==> src/rtl/mtrr_pkg.sv <==
// shared types and constants for the mtrr memory type resolver
package mtrr_pkg;

   localparam logic [2:0] TYPE_UC = 3'd0;
   localparam logic [2:0] TYPE_WC = 3'd1;
   localparam logic [2:0] TYPE_WT = 3'd4;
   localparam logic [2:0] TYPE_WP = 3'd5;
   localparam logic [2:0] TYPE_WB = 3'd6;

   localparam int FIXED_REGS = 11;

   localparam logic [11:0] MSR_DEF_TYPE = 12'h2FF;
   localparam logic [11:0] MSR_FIX_64K = 12'h250;
   localparam logic [11:0] MSR_FIX_16K_LO = 12'h258;
   localparam logic [11:0] MSR_FIX_16K_HI = 12'h259;
   localparam logic [11:0] MSR_FIX_4K_FIRST = 12'h268;
   localparam logic [11:0] MSR_FIX_4K_LAST = 12'h26F;
   localparam logic [11:0] MSR_VAR_FIRST = 12'h200;
   localparam logic [11:0] MSR_VAR_LAST = 12'h213;

   localparam logic [19:0] END_64K = 20'h7ffff;
   localparam logic [19:0] END_16K_LO = 20'h9ffff;
   localparam logic [19:0] END_16K_HI = 20'hbffff;
   localparam logic [19:0] END_4K_FIRST = 20'hc7fff;
   localparam logic [19:0] END_FIXED = 20'hfffff;

   localparam logic [0:0] CSR_VAR_COUNT = 1'b0;
   localparam logic [0:0] CSR_FIXED_SUP = 1'b1;

   // classified operation kinds
   localparam logic [2:0] CMD_REJECT = 3'd0;
   localparam logic [2:0] CMD_DEF = 3'd1;
   localparam logic [2:0] CMD_FIXED = 3'd2;
   localparam logic [2:0] CMD_BASE = 3'd3;
   localparam logic [2:0] CMD_MASK = 3'd4;
   localparam logic [2:0] CMD_LOOKUP = 3'd5;

   typedef struct packed {
      logic [2:0]  cmd;
      logic [3:0]  slot;
      logic [63:0] value;
      logic [51:0] addr;
   } cmd_type;

   function automatic logic type_ok(input logic [7:0] t);
      return t == {5'd0, TYPE_UC} || t == {5'd0, TYPE_WC} || t == {5'd0, TYPE_WT}
         || t == {5'd0, TYPE_WP} || t == {5'd0, TYPE_WB};
   endfunction

endpackage

==> src/rtl/mtrr_front.sv <==
// front end: decodes and validates each request into a command
module mtrr_front #(
   parameter int VAR_RANGES = 10
) (
   input  logic              clock,
   input  logic              reset,
   input  logic              in_valid,
   output logic              in_ready,
   input  logic              operation,
   input  logic [11:0]       msr_number,
   input  logic [63:0]       write_value,
   input  logic [51:0]       lookup_address,
   output logic              q_valid,
   input  logic              q_ready,
   output mtrr_pkg::cmd_type q_cmd
);
   localparam int QD = 2;

   mtrr_pkg::cmd_type q_ff [QD];
   mtrr_pkg::cmd_type q_in;
   logic              wp_ff, rp_ff;
   logic [1:0]        cnt_ff;
   logic              all_ok;
   logic [11:0]       voff;
   logic              push, pop;

   always_comb begin
      all_ok = 1'b1;
      for (int k = 0; k < 8; k++)
         if (!mtrr_pkg::type_ok(write_value[8*k +: 8])) all_ok = 1'b0;
      voff = msr_number - mtrr_pkg::MSR_VAR_FIRST;
      q_in.cmd = mtrr_pkg::CMD_REJECT;
      q_in.slot = 4'd0;
      q_in.value = write_value;
      q_in.addr = lookup_address;
      if (operation) begin
         q_in.cmd = mtrr_pkg::CMD_LOOKUP;
      end else if (msr_number == mtrr_pkg::MSR_DEF_TYPE) begin
         if (write_value[9:8] == 2'b00 && write_value[63:12] == '0
               && mtrr_pkg::type_ok(write_value[7:0]))
            q_in.cmd = mtrr_pkg::CMD_DEF;
      end else if (msr_number == mtrr_pkg::MSR_FIX_64K) begin
         if (all_ok) q_in.cmd = mtrr_pkg::CMD_FIXED;
      end else if (msr_number == mtrr_pkg::MSR_FIX_16K_LO) begin
         q_in.slot = 4'd1;
         if (all_ok) q_in.cmd = mtrr_pkg::CMD_FIXED;
      end else if (msr_number == mtrr_pkg::MSR_FIX_16K_HI) begin
         q_in.slot = 4'd2;
         if (all_ok) q_in.cmd = mtrr_pkg::CMD_FIXED;
      end else if (msr_number >= mtrr_pkg::MSR_FIX_4K_FIRST
            && msr_number <= mtrr_pkg::MSR_FIX_4K_LAST) begin
         q_in.slot = 4'd3 + {1'b0, msr_number[2:0]};
         if (all_ok) q_in.cmd = mtrr_pkg::CMD_FIXED;
      end else if (msr_number >= mtrr_pkg::MSR_VAR_FIRST
            && msr_number <= mtrr_pkg::MSR_VAR_LAST) begin
         q_in.slot = voff[4:1];
         if ({28'd0, voff[4:1]} < VAR_RANGES) begin
            if (!msr_number[0]) begin
               if (write_value[11:8] == 4'd0 && write_value[63:52] == '0
                     && mtrr_pkg::type_ok(write_value[7:0]))
                  q_in.cmd = mtrr_pkg::CMD_BASE;
            end else if (write_value[10:0] == '0 && write_value[63:52] == '0) begin
               q_in.cmd = mtrr_pkg::CMD_MASK;
            end
         end
      end
   end

   assign in_ready = cnt_ff != 2'(QD);
   assign q_valid = cnt_ff != 2'd0;
   assign q_cmd = q_ff[rp_ff];
   assign push = in_valid && in_ready;
   assign pop = q_valid && q_ready;

   always_ff @(posedge clock) begin
      if (push) q_ff[wp_ff] <= q_in;
      if (reset) begin
         wp_ff <= 1'b0;
         rp_ff <= 1'b0;
         cnt_ff <= 2'd0;
      end else begin
         if (push) wp_ff <= !wp_ff;
         if (pop) rp_ff <= !rp_ff;
         cnt_ff <= cnt_ff + {1'b0, push} - {1'b0, pop};
      end
   end
endmodule

==> src/rtl/mtrr_back.sv <==
// back end: register file, fixed lookup and iterative variable range walk
module mtrr_back #(
   parameter int VAR_RANGES = 10
) (
   input  logic              clock,
   input  logic              reset,
   input  logic              q_valid,
   output logic              q_ready,
   input  mtrr_pkg::cmd_type q_cmd,
   input  logic [3:0]        var_count,
   input  logic              fixed_sup,
   output logic              out_valid,
   input  logic              out_ready,
   output logic              out_accepted,
   output logic [2:0]        out_type,
   output logic              out_conflict
);
   localparam int IW = $clog2(VAR_RANGES + 1);
   localparam int AW = (VAR_RANGES > 1) ? $clog2(VAR_RANGES) : 1;
   localparam logic [1:0] ST_IDLE = 2'd0;
   localparam logic [1:0] ST_WALK = 2'd1;
   localparam logic [1:0] ST_DONE = 2'd2;

   logic [11:0] def_ff;
   logic [63:0] fix_ff [mtrr_pkg::FIXED_REGS];
   logic [63:0] base_ff [VAR_RANGES];
   logic [63:0] mask_ff [VAR_RANGES];

   logic [1:0]  st_ff, st_in;
   logic [IW-1:0] i_ff, n_ff;
   logic [51:0] a_ff;
   logic [7:0]  bm_ff, bm_in;
   logic [2:0]  last_ff, last_in;
   logic        ov_ff, oacc_ff, oconf_ff;
   logic [2:0]  otype_ff;
   logic        rv_ff;  // a command is in flight or its result is pending in the output register
   logic [3:0]  freg, fsub;
   logic [63:0] fword;
   logic [2:0]  ftype, vtype;
   logic        vconf, hit;
   logic [IW-1:0] nsel;
   logic [19:0] a20;
   logic [51:0] m, b;

   assign out_valid = ov_ff;
   assign out_accepted = oacc_ff;
   assign out_type = otype_ff;
   assign out_conflict = oconf_ff;
   assign q_ready = st_ff == ST_IDLE && !rv_ff;

   always_comb begin
      a20 = q_cmd.addr[19:0];
      fsub = {1'b0, a20[14:12]};
      if (a20 <= mtrr_pkg::END_64K) begin
         freg = 4'd0;
         fsub = {1'b0, a20[18:16]};
      end else if (a20 <= mtrr_pkg::END_16K_LO) begin
         freg = 4'd1;
         fsub = {1'b0, a20[16:14]};
      end else if (a20 <= mtrr_pkg::END_16K_HI) begin
         freg = 4'd2;
         fsub = {1'b0, a20[16:14]};
      end else begin
         freg = 4'd3 + {1'b0, a20[17:15]};
      end
      fword = fix_ff[freg];
      ftype = fword[8*fsub[2:0] +: 3];
   end

   always_comb begin
      nsel = (var_count > 4'(VAR_RANGES)) ? IW'(VAR_RANGES) : IW'(var_count);
      m = {mask_ff[i_ff[AW-1:0]][51:12], 12'd0};
      b = {base_ff[i_ff[AW-1:0]][51:12], 12'd0};
      hit = mask_ff[i_ff[AW-1:0]][11] && ((b & m) == (a_ff & m));
      bm_in = bm_ff;
      last_in = last_ff;
      if (hit) begin
         last_in = base_ff[i_ff[AW-1:0]][2:0];
         bm_in = bm_ff | (8'd1 << last_in);
      end
      vconf = 1'b0;
      if (bm_ff == 8'd0) vtype = def_ff[2:0];
      else if ((bm_ff & (bm_ff - 8'd1)) == 8'd0) vtype = last_ff;
      else if (bm_ff[0]) vtype = mtrr_pkg::TYPE_UC;
      else if (bm_ff == 8'b0101_0000) vtype = mtrr_pkg::TYPE_WT;
      else begin
         vtype = mtrr_pkg::TYPE_UC;
         vconf = 1'b1;
      end
      st_in = st_ff;
      case (st_ff)
         ST_IDLE: if (q_valid && q_ready && q_cmd.cmd == mtrr_pkg::CMD_LOOKUP
               && def_ff[11] && !(fixed_sup && def_ff[10]
               && q_cmd.addr <= {32'd0, mtrr_pkg::END_FIXED}))
            st_in = ST_WALK;
         ST_WALK: if (i_ff >= n_ff) st_in = ST_DONE;
         ST_DONE: st_in = ST_IDLE;
         default: st_in = ST_IDLE;
      endcase
   end

   always_ff @(posedge clock) begin
      if (reset) begin
         st_ff <= ST_IDLE;
         ov_ff <= 1'b0;
         rv_ff <= 1'b0;
         def_ff <= '0;
         for (int k = 0; k < mtrr_pkg::FIXED_REGS; k++) fix_ff[k] <= '0;
         for (int k = 0; k < VAR_RANGES; k++) begin
            base_ff[k] <= '0;
            mask_ff[k] <= '0;
         end
      end else begin
         st_ff <= st_in;
         if (ov_ff && out_ready) begin
            ov_ff <= 1'b0;
            rv_ff <= 1'b0;
         end
         if (q_valid && q_ready) begin
            a_ff <= q_cmd.addr;
            i_ff <= '0;
            n_ff <= nsel;
            bm_ff <= '0;
            last_ff <= '0;
            oacc_ff <= 1'b0;
            otype_ff <= mtrr_pkg::TYPE_UC;
            oconf_ff <= 1'b0;
            case (q_cmd.cmd)
               mtrr_pkg::CMD_DEF: def_ff <= q_cmd.value[11:0];
               mtrr_pkg::CMD_FIXED: fix_ff[q_cmd.slot] <= q_cmd.value;
               mtrr_pkg::CMD_BASE: base_ff[q_cmd.slot[AW-1:0]] <= q_cmd.value;
               mtrr_pkg::CMD_MASK: mask_ff[q_cmd.slot[AW-1:0]] <= q_cmd.value;
               default: ;
            endcase
            if (q_cmd.cmd != mtrr_pkg::CMD_LOOKUP) begin
               oacc_ff <= q_cmd.cmd != mtrr_pkg::CMD_REJECT;
               ov_ff <= 1'b1;
               rv_ff <= 1'b1;
            end else if (st_in == ST_IDLE) begin
               // disabled or fixed range hit resolves at once
               if (def_ff[11]) otype_ff <= ftype;
               ov_ff <= 1'b1;
               rv_ff <= 1'b1;
            end else begin
               rv_ff <= 1'b1;
            end
         end
         if (st_ff == ST_WALK && i_ff < n_ff) begin
            bm_ff <= bm_in;
            last_ff <= last_in;
            i_ff <= i_ff + IW'(1);
         end
         if (st_ff == ST_DONE) begin
            otype_ff <= vtype;
            oconf_ff <= vconf;
            ov_ff <= 1'b1;
         end
      end
   end
endmodule

==> src/rtl/mtrr_memory_type_resolver.sv <==
// top level of the mtrr memory type resolver
// usage:
//   requests enter as a queue: an item beats in when req_push is high and
//   req_full is low. operation 0 writes the range register named by
//   req_msr_number, operation 1 resolves req_lookup_address.
//   every request yields one response beat, popped with rsp_pop while
//   rsp_empty is low, in request order.
//   a front stage decodes and validates requests into a two-entry command
//   queue; the back stage owns the registers and walks the variable ranges
//   one pair per cycle.
//   a write, a disabled lookup or a fixed-range lookup passes the command
//   queue and is resolved into the output register as the back stage takes
//   it; a variable lookup walks the examined ranges, then a done state loads
//   the output register. the back stage handles one command at a time and
//   takes the next one the cycle after the response is popped.
//   the csr channel (always ready) sets the variable range count and the
//   fixed-range capability bit; write it only while the block is idle.
//   reset clears all range registers, the count to 8 and the capability to 1.
//   if the receiver stalls, the response holds and the queue fills, then
//   req_full rises.
module mtrr_memory_type_resolver #(
   parameter int VAR_RANGES = 10
) (
   input  logic        clock,
   input  logic        reset,
   input  logic        req_push,
   output logic        req_full,
   input  logic        req_operation,
   input  logic [11:0] req_msr_number,
   input  logic [63:0] req_write_value,
   input  logic [51:0] req_lookup_address,
   output logic        rsp_empty,
   input  logic        rsp_pop,
   output logic        rsp_write_accepted,
   output logic [2:0]  rsp_memory_type,
   output logic        rsp_type_conflict,
   input  logic        csr_valid,
   output logic        csr_ready,
   input  logic [0:0]  csr_index,
   input  logic [3:0]  csr_data
);
   logic              in_ready, q_valid, q_ready, out_valid;
   mtrr_pkg::cmd_type q_cmd;
   logic [3:0]        count_ff;
   logic              fsup_ff;

   assign csr_ready = 1'b1;
   assign req_full = !in_ready;
   assign rsp_empty = !out_valid;

   always_ff @(posedge clock) begin
      if (reset) begin
         count_ff <= 4'd8;
         fsup_ff <= 1'b1;
      end else if (csr_valid) begin
         if (csr_index == mtrr_pkg::CSR_VAR_COUNT) count_ff <= csr_data;
         else if (csr_index == mtrr_pkg::CSR_FIXED_SUP) fsup_ff <= csr_data[0];
      end
   end

   mtrr_front #(.VAR_RANGES(VAR_RANGES)) u_front (
      .clock, .reset, .in_valid(req_push), .in_ready,
      .operation(req_operation), .msr_number(req_msr_number),
      .write_value(req_write_value), .lookup_address(req_lookup_address),
      .q_valid, .q_ready, .q_cmd
   );

   mtrr_back #(.VAR_RANGES(VAR_RANGES)) u_back (
      .clock, .reset, .q_valid, .q_ready, .q_cmd,
      .var_count(count_ff), .fixed_sup(fsup_ff),
      .out_valid, .out_ready(rsp_pop), .out_accepted(rsp_write_accepted),
      .out_type(rsp_memory_type), .out_conflict(rsp_type_conflict)
   );
endmodule

==> config.mk <==
export PLATFORM = sky130hd
export DESIGN_NAME = mtrr_memory_type_resolver
export DESIGN_NICKNAME = d
export VERILOG_FILES = /design/src/rtl/mtrr_pkg.sv /design/src/rtl/mtrr_front.sv /design/src/rtl/mtrr_back.sv /design/src/rtl/mtrr_memory_type_resolver.sv
export SDC_FILE = /design/constraint.sdc
export NUM_CORES = 2
export LEC_CHECK = 0
export ABC_AREA = 1
export BUFFER_PORTS_ARGS = -buffer_cell sky130_fd_sc_hd__buf_4
export CAP_MARGIN = 20
export CELL_PAD_IN_SITES_DETAIL_PLACEMENT = 0
export CELL_PAD_IN_SITES_GLOBAL_PLACEMENT = 1
export CORE_ASPECT_RATIO = 1.4
export CORE_UTILIZATION = 39
export DETAILED_ROUTE_END_ITERATION = 6
export PLACE_DENSITY_LB_ADDON = 0.1
export SLEW_MARGIN = 0
export SYNTH_ARGS = -nofsm -noshare
export SYNTH_HDL_FRONTEND = slang
export SYNTH_SLANG_ARGS = --single-unit
==> constraint.sdc <==
create_clock -name clock -period 7.6 [get_ports clock]
set_clock_uncertainty 0.1 [all_clocks]
set_input_delay 0.76 -clock clock [delete_from_list [all_inputs] [get_ports clock]]
set_output_delay 0.76 -clock clock [all_outputs]
set_load 0.05 [all_outputs]
# After elaboration in Yosys (flattened, before gate mapping)
# Memory sizes are Yosys's and may differ from the RTL's. A register that Yosys moved wholly into a read port is not among the register bits.
# Cells that the tools add are included.
# W data, S select, Z words.
# classes
addsub	7
n_lt_le_gt_ge	12
eq_ne	48
shift	2
mux	92
bitwise_logic	6
reduce_logical	88
# ops
op	n
$eq A8 B3 Y1 const B	24
$mux W64	3
$reduce_or A64 Y1	3
$and A52 B52 Y52	2
$logic_not A8 Y1	10
$eq A8 B1 Y1 const B	8
$shiftx A64 B7 Y3	1
$mux W3	21
$eq A52 B52 Y1	1
$le A52 B20 Y1 const B	1
$logic_not A52 Y1	1
$mux W4	13
$eq A12 B10 Y1 const B	4
$mux W1	43
$le A20 B20 Y1 const B	2
$logic_or A1 B1 Y1	32
$mux W7	4
$ge A12 B10 Y1 const B	2
$le A12 B10 Y1 const B	2
$mux W8	3
$le A20 B19 Y1 const B	1
$logic_and A1 B1 Y1	18
$logic_not A12 Y1	1
$reduce_and A2 Y1	6
other kinds (32)	49
# totals
register_bits	101
ram_bits	2230
output_inout_bits	8
word_cells	276
n_memories	4
# mem_list
memory	depth	width	rd	rd_ports_with_merged_regs	wr	line_no	rtl
u_back.fix_ff	11	64	1	0	11	mtrr_back.sv:25	logic [63:0] fix_ff [mtrr_pkg::FIXED_REGS];
u_back.base_ff	10	64	1	1	10	mtrr_back.sv:26	logic [63:0] base_ff [VAR_RANGES];
u_back.mask_ff	10	64	1	1	10	mtrr_back.sv:27	logic [63:0] mask_ff [VAR_RANGES];
u_front.q_ff	2	123	1	1	1	mtrr_front.sv:19	mtrr_pkg::cmd_type q_ff [QD];

# Longest topological paths before layout
# depth
word_depth	20
ltp_mapped	20

# Modules after synthesis
# Synthesis repeated with hierarchy kept, for this count alone.
# hier_totals
hier_cells	8361
area_unflattened_um2	89407.0
# modules_own_cells
mod	n_inst	cells_each	area_each_um2	seq_area_each_um2
mtrr_back	1	7731	79218.5	53831.6
mtrr_front	1	595	9959.6	7487.2
mtrr_memory_type_resolver	1	35	229.0	100.1

# Worst setup path after synthesis
# Ideal clock, no wire load.
# synth_timing
kind	reg2reg
from	reg with a tool-made name
to	mem u_back.mask_ff[10][11] (enable)
setup_ns	0.541
arrival_time_ns	5.367
t_required_ns	6.959
setup_slack_ns	1.591
stages_incl_launch_ff	9
path_buffers	3
period_less_slack_ns	6.009
path_cell_list	dfxtp_1 > buf_4 > buf_4 > buf_4 > nand2_1 > o21ai_2 > nor2_1 > inv_1 > nor4_1
# synth_rtl
element	line_no
to (decl)	mtrr_back.sv:27

==> run_summary.xml <==
<?xml version="1.0" encoding="UTF-8"?>
<metrics>
  <group name="run_status">
    <metric name="outcome" unit="">finished, final reports clean</metric>
  </group>
  <group name="final_layout">
    <metric name="final_nets" unit="">7968</metric>
    <metric name="syn2layout_area_growth" unit="%">13.58</metric>
    <metric name="mostFrequentLayoutCells" unit="">sky130_fd_sc_hd__edfxtp_1, sky130_fd_sc_hd__nor2_1, sky130_fd_sc_hd__nand2_1</metric>
    <metric name="final_common_cell" unit="">sky130_fd_sc_hd__edfxtp_1</metric>
    <metric name="postLayoutCoreUtil" unit="%">44.57</metric>
    <metric name="post-route-cell-area" unit="sq um">97230</metric>
    <metric name="layout-drive-gt1-share" unit="%">9.867</metric>
    <metric name="filler_free_cell_count_of_the_finished_design" unit="">10840</metric>
  </group>
  <group name="global_routing">
    <metric name="grt_most_used_layer" unit="">met2</metric>
    <metric name="groute.layer.met1.usage" unit="%">31.70</metric>
    <metric name="number_of_antenna_violations_at_the_first_check_in_global_routing" unit="">4</metric>
    <metric name="grt_pass1_wl" unit="um">425800</metric>
    <metric name="grt_max_degree" unit="">173</metric>
    <metric name="grt_util_met3" unit="%">2.299</metric>
    <metric name="grt_overall_usage" unit="%">27.11</metric>
    <metric name="number_of_global_route_vias_before_repair" unit="">57210</metric>
    <metric name="use_met2" unit="%">48.54</metric>
    <metric name="grt.overflow.total" unit="">0</metric>
  </group>
  <group name="synthesis">
    <metric name="yosys_warnings" unit="">0</metric>
    <metric name="ys_seq_elements" unit="">2009</metric>
    <metric name="number_of_enable_flip_flop_cells_after_synthesis" unit="">1962</metric>
    <metric name="synth_nets" unit="">7888</metric>
    <metric name="syn_area_per_cell" unit="sq um">11.06</metric>
    <metric name="netlist_instances" unit="">7737</metric>
    <metric name="ys_types" unit="">53</metric>
    <metric name="synthFlopType" unit="">sky130_fd_sc_hd__edfxtp_1</metric>
    <metric name="ys_seq_area_share" unit="%">69.92</metric>
    <metric name="syn_area" unit="sq um">85610</metric>
    <metric name="synth_async_sr_flop_share" unit="%">0</metric>
  </group>
  <group name="setup_path">
    <metric name="critical_path_cell_count" unit="">18</metric>
    <metric name="critical_path_arrival" unit="ns">6.19</metric>
    <metric name="cp_slowest_stage_delay" unit="ns">0.79</metric>
    <metric name="worstPathMaxFanout" unit="">58</metric>
    <metric name="path_cells" unit="">inv_2 -&gt; buf_4 -&gt; nand2_1 -&gt; nand2_1 -&gt; a21oi_1 -&gt; nand2_4 -&gt; nand2_4 -&gt; buf_12 -&gt; nand2_1 -&gt; nand3_1 -&gt; nand3_1 -&gt; nand3_1 -&gt; nand3_1 -&gt; nand3_1 -&gt; nand2_1 -&gt; nand2_1 -&gt; nand3_1 -&gt; nand2_1</metric>
    <metric name="worstPathRequired" unit="ns">8.20</metric>
    <metric name="criticalPathCategory" unit="">flip-flop to flip-flop</metric>
    <metric name="timing.critical_path.to_type" unit="">flip-flop</metric>
    <metric name="path_delay_family" unit="">simple AND/OR/NAND/NOR gates</metric>
    <metric name="critical-path-slowest-cell" unit="">sky130_fd_sc_hd__dfxtp_4</metric>
    <metric name="r2r_cells" unit="">18</metric>
    <metric name="startpoint_type" unit="">flip-flop</metric>
    <metric name="worst-path-buf-inv" unit="">3</metric>
  </group>
  <group name="cts">
    <metric name="cts_buffers" unit="">207</metric>
    <metric name="clk_path_buf_depth" unit="">4</metric>
    <metric name="tritoncts" unit="">yes</metric>
    <metric name="clkLatencyLatePin" unit="ns">0.87</metric>
    <metric name="cts_sinks" unit="">2009</metric>
    <metric name="h-tree-depth" unit="">4</metric>
    <metric name="hold_buffers" unit="">88</metric>
    <metric name="cts.root.buffer_cell" unit="">sky130_fd_sc_hd__clkbuf_16</metric>
    <metric name="cts.clk_slew.worst_paths" unit="ns">0.06</metric>
    <metric name="ctsResizeCount" unit="">0</metric>
    <metric name="post_cts_buffers" unit="">0</metric>
  </group>
  <group name="sta">
    <metric name="final_min_period_over_clock_period" unit="%">73.62</metric>
    <metric name="worst-slew-pin-transition" unit="ns">1.110</metric>
    <metric name="grt_setup_unrepaired" unit="">no</metric>
    <metric name="slew_headroom" unit="%">26.02</metric>
    <metric name="hold_viol_final" unit="">0</metric>
    <metric name="timing.final.max_slew_violations" unit="">0</metric>
    <metric name="setup-tns-final" unit="ns">0</metric>
    <metric name="fmax" unit="MHz">178.7</metric>
    <metric name="final-setup-viol-count" unit="">0</metric>
    <metric name="period_minus_slack" unit="ns">5.595</metric>
  </group>
  <group name="floorplan">
    <metric name="dieHeight" unit="um">556.4</metric>
    <metric name="initial_utilization" unit="%">39.24</metric>
    <metric name="design.portCount" unit="">147</metric>
    <metric name="chipWidth" unit="um">398.0</metric>
    <metric name="die_area" unit="sq um">221400</metric>
    <metric name="fp-row-count" unit="">203</metric>
    <metric name="design.core.area" unit="sq um">218200</metric>
  </group>
  <group name="placed_design">
    <metric name="post-dp-hpwl" unit="um">183600</metric>
    <metric name="post_dp_cell_area" unit="sq um">89980</metric>
    <metric name="port-buffer-count" unit="">133</metric>
    <metric name="gp_routability_congestion" unit="">0.8506</metric>
    <metric name="dp.cells" unit="">10390</metric>
  </group>
  <group name="power">
    <metric name="powerDensity" unit="nW/um^2">340.9</metric>
    <metric name="max-vdd-ir-drop" unit="uV">305.4</metric>
    <metric name="static_leakage" unit="nW">34.45</metric>
  </group>
  <group name="routing">
    <metric name="avgViaCountPerCell" unit="">5.499</metric>
    <metric name="drt-pass1-iter-count" unit="">5</metric>
    <metric name="drt.antenna.violating_nets" unit="">0</metric>
    <metric name="drt_first_iter_violations" unit="">5086</metric>
    <metric name="drc" unit="">0</metric>
    <metric name="drt-wirelength-per-cell" unit="um">28.12</metric>
    <metric name="dr_vias" unit="">59590</metric>
    <metric name="postRouteWirelength" unit="um">304800</metric>
  </group>
  <group name="flow_run">
    <metric name="max-cap-violations" unit="">0</metric>
  </group>
  <group name="worst_hold_path">
    <metric name="hold_depth" unit="">1</metric>
    <metric name="min_path_type" unit="">input port to flip-flop</metric>
  </group>
</metrics>
## metrics by stage
stage | hold slack (ns) | power, mW | setup slack, ns
global route | 0.02729 | 34.31 | 1.701
finish | 0.05664 | 33.15 | 2.005
detailed placement | 0.3345 | 23.47 | 2.053
global placement | 0.3327 | 23.44 | 2.068
floorplan | 0.3258 | 18.77 | 1.591
CTS | 0.0008892 | 33.36 | 1.998
## where the power goes
group	total, mW	switching [mW]	internal (mW)	leakage [nW]
Clock	9.92	4.32	5.60	3.11
Combinational	10.1	7.74	2.38	11.6
Sequential	13.1	0.352	12.8	19.7
Total	33.1	12.4	20.7	34.5
## final timing paths
path                             from                  end  slack, ns
setup reg to reg            flip-flop   u_back.out_type[1]       2.01
hold / removal    req_write_value[10]  u_front.q_ff[0][62]       0.06
hold reg to reg         u_front.rp_ff            flip-flop       0.34
setup / recovery            flip-flop   u_back.out_type[1]       2.01
## flip-flops by register name (all words and copies together) (netlist names), 2 cells and up, named ones only
| register | cells |
|---|---|
| u_back.last_ff | 3 |
| count_ff | 4 |
| u_back.mask_ff | 656 |
| u_front.q_ff | 194 |
| u_back.st_ff | 2 |
| u_back.base_ff | 688 |
| u_front.cnt_ff | 2 |
| u_back.def_ff | 5 |
| u_back.out_type | 3 |
| u_back.i_ff | 4 |
| u_back.n_ff | 4 |
| u_back.a_ff | 40 |
| u_back.bm_ff | 8 |
| u_back.fix_ff | 384 |
## per-layer routing
metal  wire, um  vias to the layer above  share of wire [%]
li1           -                    27190                  -
met1     115500                    30200                 38
met2     158200                     1696                 52
met3      11560                      510                3.8
met4      19540                        0                6.4
met5          0                        -                  0
## final cells by class
class                           instances  area (sq um)
Fill cell                           20180        120900
Sequential cell                      2009         59870
Inverter                              328          1257
Timing Repair Buffer                  399          3341
Antenna cell                            2         5.005
Clock buffer                          251          5405
Multi-Input combinational cell       4872         22800
Clock inverter                        107         959.7
Tap cell                             2870          3591
## cells in the mapped netlist, drive strengths merged, types with 42 or more instances
cell type | n | share of area [%]
a21oi | 150 | 0.88
o21ai | 767 | 4.5
nand3 | 534 | 3.1
nor2 | 1956 | 8.6
edfxtp | 1962 | 69
dfxtp | 47 | 1.1
buf | 233 | 1.5
o22ai | 177 | 1.3
nand2 | 920 | 4.0
mux2i | 42 | 0.49
o221ai | 57 | 0.58
clkbuf | 295 | 1.3
o211ai | 105 | 0.92
inv | 328 | 1.4
## logic make-up after synthesis
family | after synthesis | synth area share (%)
xor+xnor | 20 | 0.2046
flops | 2009 | 69.92
compound gates | 1299 | 8.550
mux | 42 | 0.4911
buf+inv | 856 | 4.187
simple gates | 3498 | 16.47
other cells | 1 | 0.004380
fa+ha+maj | 12 | 0.1754
Note: power is estimated with default switching activity, not from simulation.
